[config.mk]
export PLATFORM = sky130hd
export DESIGN_NAME = pid_filtered_derivative_antiwindup_unit
export DESIGN_NICKNAME = d
export VERILOG_FILES = /design/src/hw/rtl/pidfd_pkg.sv /design/src/hw/rtl/pid_filtered_derivative_antiwindup_unit.sv
export SDC_FILE = /design/constraint.sdc
export NUM_CORES = 2
export LEC_CHECK = 0
export BUFFER_PORTS_ARGS = -buffer_cell sky130_fd_sc_hd__clkbuf_2
export CAP_MARGIN = 20
export CORE_MARGIN = 5
export CORE_UTILIZATION = 60
export DETAILED_ROUTE_END_ITERATION = 10
export GPL_ROUTABILITY_DRIVEN = 0
export PLACE_DENSITY_LB_ADDON = 0.08
export REMOVE_ABC_BUFFERS = 1
export SLEW_MARGIN = 15
export SYNTH_ARGS = -nofsm -noshare
export SYNTH_HDL_FRONTEND = slang
export SYNTH_SLANG_ARGS = --single-unit
[constraint.sdc]
create_clock -name clk -period 12.2 [get_ports clk]
set_input_delay 0.61 -clock clk [delete_from_list [all_inputs] [get_ports clk]]
set_output_delay 0.61 -clock clk [all_outputs]
set_load 0.01 [all_outputs]
[src/hw/rtl/pidfd_pkg.sv]
// shared types and constants for the filtered-derivative pid controller
package pidfd_pkg;

  localparam int unsigned FracBits = 16;
  localparam int unsigned DataW    = 32;
  localparam int unsigned IntegW   = 40;
  localparam int unsigned PeriodW  = 16;
  localparam int unsigned CfgIdxW  = 3;
  localparam int unsigned MulW     = DataW + 1;
  localparam int unsigned ProdW    = 2 * MulW;
  localparam int unsigned ShW      = ProdW - FracBits;   // width after >>> 16
  localparam int unsigned SumW     = ShW + 1;

  // smoothing weights, q0.16, summing to exactly one
  localparam logic [16:0] WOld = 17'd52429;
  localparam logic [16:0] WNew = 17'd13107;

  typedef enum logic [CfgIdxW-1:0] {
    CFG_KP      = 3'd0,
    CFG_KI      = 3'd1,
    CFG_KD      = 3'd2,
    CFG_OUT_MIN = 3'd3,
    CFG_OUT_MAX = 3'd4,
    CFG_PERIOD  = 3'd5
  } pidfd_cfg_idx_t;

  typedef enum logic [10:0] {
    ST_IDLE = 11'b000_0000_0001,
    ST_ERR  = 11'b000_0000_0010,
    ST_FOLD = 11'b000_0000_0100,
    ST_FNEW = 11'b000_0000_1000,
    ST_FSUM = 11'b000_0001_0000,
    ST_DMUL = 11'b000_0010_0000,
    ST_DCAP = 11'b000_0100_0000,
    ST_PROP = 11'b000_1000_0000,
    ST_SUM  = 11'b001_0000_0000,
    ST_IMUL = 11'b010_0000_0000,
    ST_DONE = 11'b100_0000_0000
  } pidfd_state_t;

  typedef struct packed {
    logic                    command;
    logic signed [DataW-1:0] measured;
    logic signed [DataW-1:0] setpoint;
    logic        [DataW-1:0] now_ticks;
  } pidfd_in_t;

  typedef struct packed {
    logic signed [DataW-1:0] drive;
    logic                    saturated;
  } pidfd_out_t;

endpackage

[src/hw/rtl/pid_filtered_derivative_antiwindup_unit.sv]
// pid controller with filtered derivative on measurement and anti-windup
// a clear command or a too-early sample gives no result; an evaluated sample
//   steps through ERR, the filter and derivative states when kd is nonzero, PROP, SUM,
//   IMUL (skipped when the drive clamps) and DONE, which waits on a stalled result
// sequencing: one transaction at a time; the single 33x33 multiplier is shared
//   by up to five products in sequence, and a new sample is taken only when idle
// reset: synchronous, clears gains, sets clamps to full range, period to 1,
//   and zeroes integral, previous measurement, filter state and sample time
module pid_filtered_derivative_antiwindup_unit
  import pidfd_pkg::*;
(
  input  logic               clk,
  input  logic               rst,
  // sample channel
  input  logic               sample_valid,
  output logic               sample_stall,
  input  pidfd_in_t          sample,
  // result channel
  output logic               result_valid,
  input  logic               result_stall,
  output pidfd_out_t         result,
  // configuration write port
  input  logic               cfg_we,
  input  logic [CfgIdxW-1:0] cfg_index,
  input  logic [DataW-1:0]   cfg_data
);

  // configuration registers
  logic signed [DataW-1:0]  kp, ki, kd, out_min, out_max;
  logic        [PeriodW-1:0] period;

  // controller state
  logic signed [IntegW-1:0] integral;
  logic signed [DataW-1:0]  prev_meas;
  logic signed [DataW-1:0]  filt;
  logic        [DataW-1:0]  last_time;

  // per-transaction working registers
  pidfd_state_t             state;
  logic signed [DataW-1:0]  meas, sp;
  logic        [DataW-1:0]  now_t;
  logic signed [DataW-1:0]  err;
  logic signed [MulW-1:0]   diff;
  logic signed [ProdW-1:0]  prod;
  logic signed [ProdW-1:0]  acc;
  logic signed [ShW-1:0]    dterm;
  logic signed [DataW-1:0]  drive_r;
  logic                     clamped;

  // shared multiplier
  logic signed [MulW-1:0]   mul_a, mul_b;
  logic signed [ProdW-1:0]  mul_p;

  // datapath helpers
  logic                     accept;
  logic        [DataW-1:0]  elapsed;
  logic signed [MulW-1:0]   err_wide;
  logic signed [ProdW-1:0]  filt_acc;
  logic signed [ShW-1:0]    filt_sh;
  logic signed [DataW-1:0]  filt_sat;
  logic signed [ShW-1:0]    prod_sh;
  logic signed [SumW-1:0]   sum;
  logic signed [SumW-1:0]   integ_sum;
  logic signed [IntegW-1:0] integ_sat;
  logic                     below, above;

  assign sample_stall = (state != ST_IDLE);
  assign accept       = sample_valid && !sample_stall;
  assign elapsed      = sample.now_ticks - last_time;

  // operand select for the one multiplier
  always_comb begin
    mul_a = '0;
    mul_b = '0;
    case (state)
      ST_FOLD: begin
        mul_a = $signed({{(MulW-17){1'b0}}, WOld});
        mul_b = {filt[DataW-1], filt};
      end
      ST_FNEW: begin
        mul_a = $signed({{(MulW-17){1'b0}}, WNew});
        mul_b = diff;
      end
      ST_DMUL: begin
        mul_a = {kd[DataW-1], kd};
        mul_b = {filt[DataW-1], filt};
      end
      ST_PROP: begin
        mul_a = {kp[DataW-1], kp};
        mul_b = {err[DataW-1], err};
      end
      ST_IMUL: begin
        mul_a = {ki[DataW-1], ki};
        mul_b = {err[DataW-1], err};
      end
      default: begin
        mul_a = '0;
        mul_b = '0;
      end
    endcase
  end

  assign mul_p = mul_a * mul_b;

  // floor shift of the registered product
  assign prod_sh = $signed(prod[ProdW-1:FracBits]);

  // error, 33 bits wide here, saturated to 32 bits in ST_ERR
  assign err_wide = {sp[DataW-1], sp} - {meas[DataW-1], meas};

  // smoothed difference, floor shifted and saturated
  assign filt_acc = acc + prod;
  assign filt_sh  = $signed(filt_acc[ProdW-1:FracBits]);
  always_comb begin
    if (filt_sh > $signed({{(ShW-DataW){1'b0}}, 1'b0, {(DataW-1){1'b1}}})) begin
      filt_sat = {1'b0, {(DataW-1){1'b1}}};
    end else if (filt_sh < $signed({{(ShW-DataW){1'b1}}, 1'b1, {(DataW-1){1'b0}}})) begin
      filt_sat = {1'b1, {(DataW-1){1'b0}}};
    end else begin
      filt_sat = filt_sh[DataW-1:0];
    end
  end

  // unclamped drive: proportional + integral - derivative
  assign sum = {prod_sh[ShW-1], prod_sh}
             + {{(SumW-IntegW){integral[IntegW-1]}}, integral}
             - {dterm[ShW-1], dterm};
  assign below = sum < $signed({{(SumW-DataW){out_min[DataW-1]}}, out_min});
  assign above = sum > $signed({{(SumW-DataW){out_max[DataW-1]}}, out_max});

  // integral update, saturated at the 40 bit limits
  assign integ_sum = {{(SumW-IntegW){integral[IntegW-1]}}, integral}
                   + {prod_sh[ShW-1], prod_sh};
  always_comb begin
    if (integ_sum[SumW-1:IntegW-1] == '0 || integ_sum[SumW-1:IntegW-1] == '1) begin
      integ_sat = integ_sum[IntegW-1:0];
    end else if (integ_sum[SumW-1]) begin
      integ_sat = {1'b1, {(IntegW-1){1'b0}}};
    end else begin
      integ_sat = {1'b0, {(IntegW-1){1'b1}}};
    end
  end

  // configuration registers; gain writes also clear the integral below
  always_ff @(posedge clk) begin
    if (rst) begin
      kp      <= '0;
      ki      <= '0;
      kd      <= '0;
      out_min <= {1'b1, {(DataW-1){1'b0}}};
      out_max <= {1'b0, {(DataW-1){1'b1}}};
      period  <= PeriodW'(1);
    end else if (cfg_we) begin
      case (cfg_index)
        CFG_KP:      kp      <= cfg_data;
        CFG_KI:      ki      <= cfg_data;
        CFG_KD:      kd      <= cfg_data;
        CFG_OUT_MIN: out_min <= cfg_data;
        CFG_OUT_MAX: out_max <= cfg_data;
        CFG_PERIOD:  period  <= cfg_data[PeriodW-1:0];
        default: ;
      endcase
    end
  end

  // sequencer and controller state
  always_ff @(posedge clk) begin
    if (rst) begin
      state        <= ST_IDLE;
      integral     <= '0;
      prev_meas    <= '0;
      filt         <= '0;
      last_time    <= '0;
      result_valid <= 1'b0;
    end else begin
      // result register drains independently of the sequencer
      if (result_valid && !result_stall) begin
        result_valid <= 1'b0;
      end

      if (cfg_we && (cfg_index == CFG_KP || cfg_index == CFG_KI ||
                     cfg_index == CFG_KD)) begin
        integral <= '0;
      end

      case (state)
        ST_IDLE: begin
          if (accept) begin
            if (sample.command) begin
              integral <= '0;
            end else if (elapsed >= {{(DataW-PeriodW){1'b0}}, period}) begin
              meas  <= sample.measured;
              sp    <= sample.setpoint;
              now_t <= sample.now_ticks;
              state <= ST_ERR;
            end
          end
        end
        ST_ERR: begin
          if (err_wide[MulW-1] != err_wide[MulW-2]) begin
            err <= err_wide[MulW-1] ? {1'b1, {(DataW-1){1'b0}}}
                                    : {1'b0, {(DataW-1){1'b1}}};
          end else begin
            err <= err_wide[DataW-1:0];
          end
          diff  <= {meas[DataW-1], meas} - {prev_meas[DataW-1], prev_meas};
          dterm <= '0;
          state <= (kd != '0) ? ST_FOLD : ST_PROP;
        end
        ST_FOLD: begin
          prod  <= mul_p;
          state <= ST_FNEW;
        end
        ST_FNEW: begin
          acc   <= prod;
          prod  <= mul_p;
          state <= ST_FSUM;
        end
        ST_FSUM: begin
          filt  <= filt_sat;
          state <= ST_DMUL;
        end
        ST_DMUL: begin
          prod  <= mul_p;
          state <= ST_DCAP;
        end
        ST_DCAP: begin
          dterm <= prod_sh;
          state <= ST_PROP;
        end
        ST_PROP: begin
          prod  <= mul_p;
          state <= ST_SUM;
        end
        ST_SUM: begin
          // a low clamp wins over a high clamp when the limits are inverted
          if (below) begin
            drive_r <= out_min;
            clamped <= 1'b1;
            state   <= ST_DONE;
          end else if (above) begin
            drive_r <= out_max;
            clamped <= 1'b1;
            state   <= ST_DONE;
          end else begin
            drive_r <= sum[DataW-1:0];
            clamped <= 1'b0;
            state   <= ST_IMUL;
          end
          prev_meas <= meas;
          last_time <= now_t;
        end
        ST_IMUL: begin
          // register the integral product, integrate on the way out
          prod  <= mul_p;
          state <= ST_DONE;
        end
        ST_DONE: begin
          if (!result_valid || !result_stall) begin
            if (!clamped) begin
              integral <= integ_sat;
            end
            result.drive     <= drive_r;
            result.saturated <= clamped;
            result_valid     <= 1'b1;
            state            <= ST_IDLE;
          end
        end
        default: begin
          state <= ST_IDLE;
        end
      endcase
    end
  end

endmodule
==> results.txt <==
The worst hold path terminates at sp[5]. The summed instance area of the synthesized netlist is 80390 um^2. Before CTS, the worst setup slack after placement is 0.7438 ns. The number of pins with negative max-slew slack in the final report is 0. The dominant cell type by area after synthesis is sky130_fd_sc_hd__fa_1.

The post-synthesis to final-layout area growth is 7.018%. The number of flops mapped to enable cells by yosys came out at 409. The die width came out at 376.0 um.

The area of the multi-input gates came out at 55060 um^2. The type of the setup path with the least slack is register to register. After the flow finishes, the layout carries non-filler instances totaling 10750. The final wirelength came out at 262.6 mm. The worst reg2reg path endpoint is prod[65]. In this run the critical register-to-register path is launched from state[8].

The startpoint identified for the worst hold timing path is sample[37]. The flow ran to the end, and the final reports show no timing, DRC or antenna violations. The later pin in the worst-skew pair is clocked with a latency of 0.69 ns. The first global-routing pass estimated 398.3 mm of wire. The instance count after placement with tap cells included is 10590. The worst setup slack after layout came out at 0.4015 ns. The detailed-routing iteration count for the pre-antenna-repair pass came out at 9.

Adding up every negative setup slack in the final design gives 0 ns. TritonCTS built the clock tree. At the worst endpoint, the required time is 12.60 ns.

The area enclosed by the die boundary is 141400 um^2. Along the worst path, the maximum fanout reaches 20. The number of global-route vias before repair came out at 66570.

The worst setup path is launched from a register. The routed wirelength normalized by instance count came out at 24.43 um. Data arrives at the worst endpoint at 12.20 ns. The effective utilization at floorplan came out at 60.31%.

The placed wire-length estimate after detailed placement is 207.3 mm. Setup slack on the worst reg-to-reg path comes out at 0.40 ns. The die is 376.0 um tall. At the pin with the least slew margin, the transition time is 1.218 ns. The total power of the final layout came out at 5.555 mW. The number of cells traversed by the worst hold path is 1. The analysis attributes to cell leakage a power of 39.55 nW. The number of endpoints with negative hold slack in the final report is 0.

Across the VDD grid, the largest voltage drop is 0.1355 mV. The via density per instance came out at 6.129. In this run the tool buffered the top-level ports with 171 buffer cells. The number of nets in the layout is 10760. The part of the Yosys area used for sequential elements came out at 23.35%. The cell area power density is 64.57 nW/um^2. CTS built an H-tree with a depth of 3. The clock skew is 0.03490 ns. The post-route antenna net violation count came out at 0. The highest cell delay on the worst timing path is 0.62 ns.

Setup violations remaining at the end of the flow were counted as 0. The buffer levels on the longest clock path is 3. Among all flip-flop cells after synthesis, the most frequent one is sky130_fd_sc_hd__edfxtp_1. Post-CTS repair changed the size of 0 cells. The standard cell with the maximum stage delay on the critical path is sky130_fd_sc_hd__nor3b_2.

Setup repair after global routing left no endpoint under its margin. The total of hold buffers inserted after clock tree synthesis came out at 0. After filler insertion, the fill cell instance count of the layout stands at 11070. The cell sitting at the root of the clock tree is a sky130_fd_sc_hd__clkbuf_16. Clock-pin slew was measured on the worst setup and hold paths at 0.06 ns. The row count came out at 134. The iteration-0 DRC count of the detailed router came out at 7170. The largest net degree at the start of global routing is 80. The total via count after detailed routing is 65860. The number of distinct standard cells referenced by the synthesized netlist came out at 89.

The warning count from the yosys run is 0. The number of antenna violations at the first check in global routing is 8. The instance count of the mapped netlist came out at 8908. The max-cap check violation count came out at 0. The clock net sink count came out at 733.

The per-instance average area after synthesis came out at 9.024 um^2. The area inside the core boundary is 133300 um^2. The class of the most critical hold timing path is primary input to register.

After clock tree synthesis, the setup repair step added 0 buffers. The most numerous cell type found on the critical path is sky130_fd_sc_hd__fa_1. The share of synthesized area in the top cell type comes to 28.07%. The synthesized design contains 733 register bits. Measured in cells, the most critical reg-to-reg path has a length of 34. The maximum frequency from static timing analysis is 84.76 MHz. Across every metal layer, demand over resource in global routing totals 37.04%. STA classifies the critical path endpoint as a register. The count of boundary I/O pins is 172. The share of cells above drive strength 1 is 6.152%. The headroom to the max-slew limit came out at 18.80%.

The overall overflow remaining after global route is 0. The part of the cycle the worst path needs came out at 96.71%. The number of clock buffers inserted by TritonCTS is 80. The fraction of registers with async set/reset came out at 0%. By area the synthesized netlist is led by sky130_fd_sc_hd__fa_1, sky130_fd_sc_hd__edfxtp_1, sky130_fd_sc_hd__ha_1. The area taken by flip-flops and latches came out at 18770 um^2. The minimum clock period after layout is 11.80 ns. The number of design rule violations left after detail routing is 0.
final cells by class:
type | count | area share, %
Sequential cell | 733 | 21.82
Tap cell | 1768 | 2.571
Multi-Input combinational cell | 6374 | 64.00
Antenna cell | 4 | 0.01164
Clock inverter | 45 | 0.5687
Inverter | 1397 | 6.095
Timing Repair Buffer | 319 | 2.385
Clock buffer | 105 | 2.555
placed cells by master, fill, tap and decap left out, types with 67 or more instances in the layout:
cell / count
sky130_fd_sc_hd__a21o_1: 234
sky130_fd_sc_hd__a21oi_1: 615
sky130_fd_sc_hd__and2_1: 109
sky130_fd_sc_hd__and3_1: 83
sky130_fd_sc_hd__buf_4: 141
sky130_fd_sc_hd__clkbuf_16: 82
sky130_fd_sc_hd__clkbuf_2: 170
sky130_fd_sc_hd__dfxtp_1: 324
sky130_fd_sc_hd__edfxtp_1: 409
sky130_fd_sc_hd__fa_1: 1126
sky130_fd_sc_hd__ha_1: 593
sky130_fd_sc_hd__inv_1: 1395
sky130_fd_sc_hd__nand2_1: 1251
sky130_fd_sc_hd__nand3_1: 112
sky130_fd_sc_hd__nand4_1: 67
sky130_fd_sc_hd__nor2_1: 805
sky130_fd_sc_hd__o21ai_0: 195
sky130_fd_sc_hd__xnor2_1: 171
sky130_fd_sc_hd__xor2_1: 98
worst max-delay path by stage:
stage | slack (ns) | start | to
after floorplan | -0.52 | state[8] | prod[65]
after global placement | 1.01 | state[8] | prod[65]
after detailed placement | 0.74 | state[8] | prod[65]
after CTS | 0.70 | state[8] | prod[65]
after global routing | 0.14 | state[8] | prod[65]
final | 0.40 | state[8] | prod[65]
routing by layer:
| layer | GRT usage (%) | part of all wire, % |
|---|---|---|
| met5 | 0 | 0.010 |
| met4 | 22.99 | 8.0 |
| met3 | 11.95 | 12 |
| met2 | 56.41 | 44 |
| met1 | 45.98 | 36 |
report_power, final:
group / leakage [nW] / total [mW] / internal (mW) / switching [mW]
Clock: 1.31 / 2.52 / 1.42 / 1.10
Combinational: 31.9 / 0.383 / 0.135 / 0.248
Sequential: 6.34 / 2.65 / 2.63 / 0.0208
Total: 39.5 / 5.55 / 4.19 / 1.37
Yosys cell counts, types with 84 or more instances:
master / number
sky130_fd_sc_hd__a21oi_1: 618
sky130_fd_sc_hd__clkbuf_1: 388
sky130_fd_sc_hd__edfxtp_1: 409
sky130_fd_sc_hd__nand2_1: 1252
sky130_fd_sc_hd__nor2_1: 812
sky130_fd_sc_hd__nand3_1: 112
sky130_fd_sc_hd__xnor2_1: 171
sky130_fd_sc_hd__and2_1: 110
sky130_fd_sc_hd__and3_1: 84
sky130_fd_sc_hd__fa_1: 1127
sky130_fd_sc_hd__dfxtp_1: 324
sky130_fd_sc_hd__xor2_1: 98
sky130_fd_sc_hd__inv_1: 1395
sky130_fd_sc_hd__ha_1: 593
sky130_fd_sc_hd__a21o_1: 234
sky130_fd_sc_hd__o21ai_0: 196
worst max-delay path: cells and delay by family, from the launching register on:
kind,cells,cell delay (ns)
AO/OA/AOI/OAI,8,2.23
buffers and inverters,7,1.02
AND/OR/NAND/NOR,9,3.20
flip-flops,1,0.37
adder cells (fa/ha/maj),9,4.56
XOR/XNOR,1,0.12
sequential cells by signal, summed over array words and instances, names as in the netlist, 33 cells and up:
register	cells
integral	40
dterm	50
prod	66
acc	66
result	33
diff	33
stage by stage:
step,hold WS (ns),utilization [%],cell area (um^2)
6_report,0.09654,64.54,86030
3_3_place_gp,0.4036,62.41,83190
5_1_grt,0.06470,64.53,86020
3_5_place_dp,0.4055,62.44,83220
4_1_cts,0.05407,64.45,85910
2_1_floorplan,0.4003,-,78860
cell families (layout without fill, tap and decap cells):
| logic type | after synthesis | count (layout) | share of synthesized area, % |
|---|---|---|---|
| adders and majority gates | 1722 | 1722 | 37.32 |
| DFF | 733 | 733 | 23.35 |
| AOI/OAI and AO/OA | 1601 | 1601 | 12.70 |
| xor gates and xnor gates | 269 | 269 | 2.931 |
| other | 0 | 4 | 0 |
| and+or+nand+nor | 2742 | 2742 | 14.77 |
| buffers and inverters | 1801 | 1866 | 8.427 |
| muxes | 40 | 40 | 0.5012 |
No activity file was read; power rests on OpenSTA's default activity.
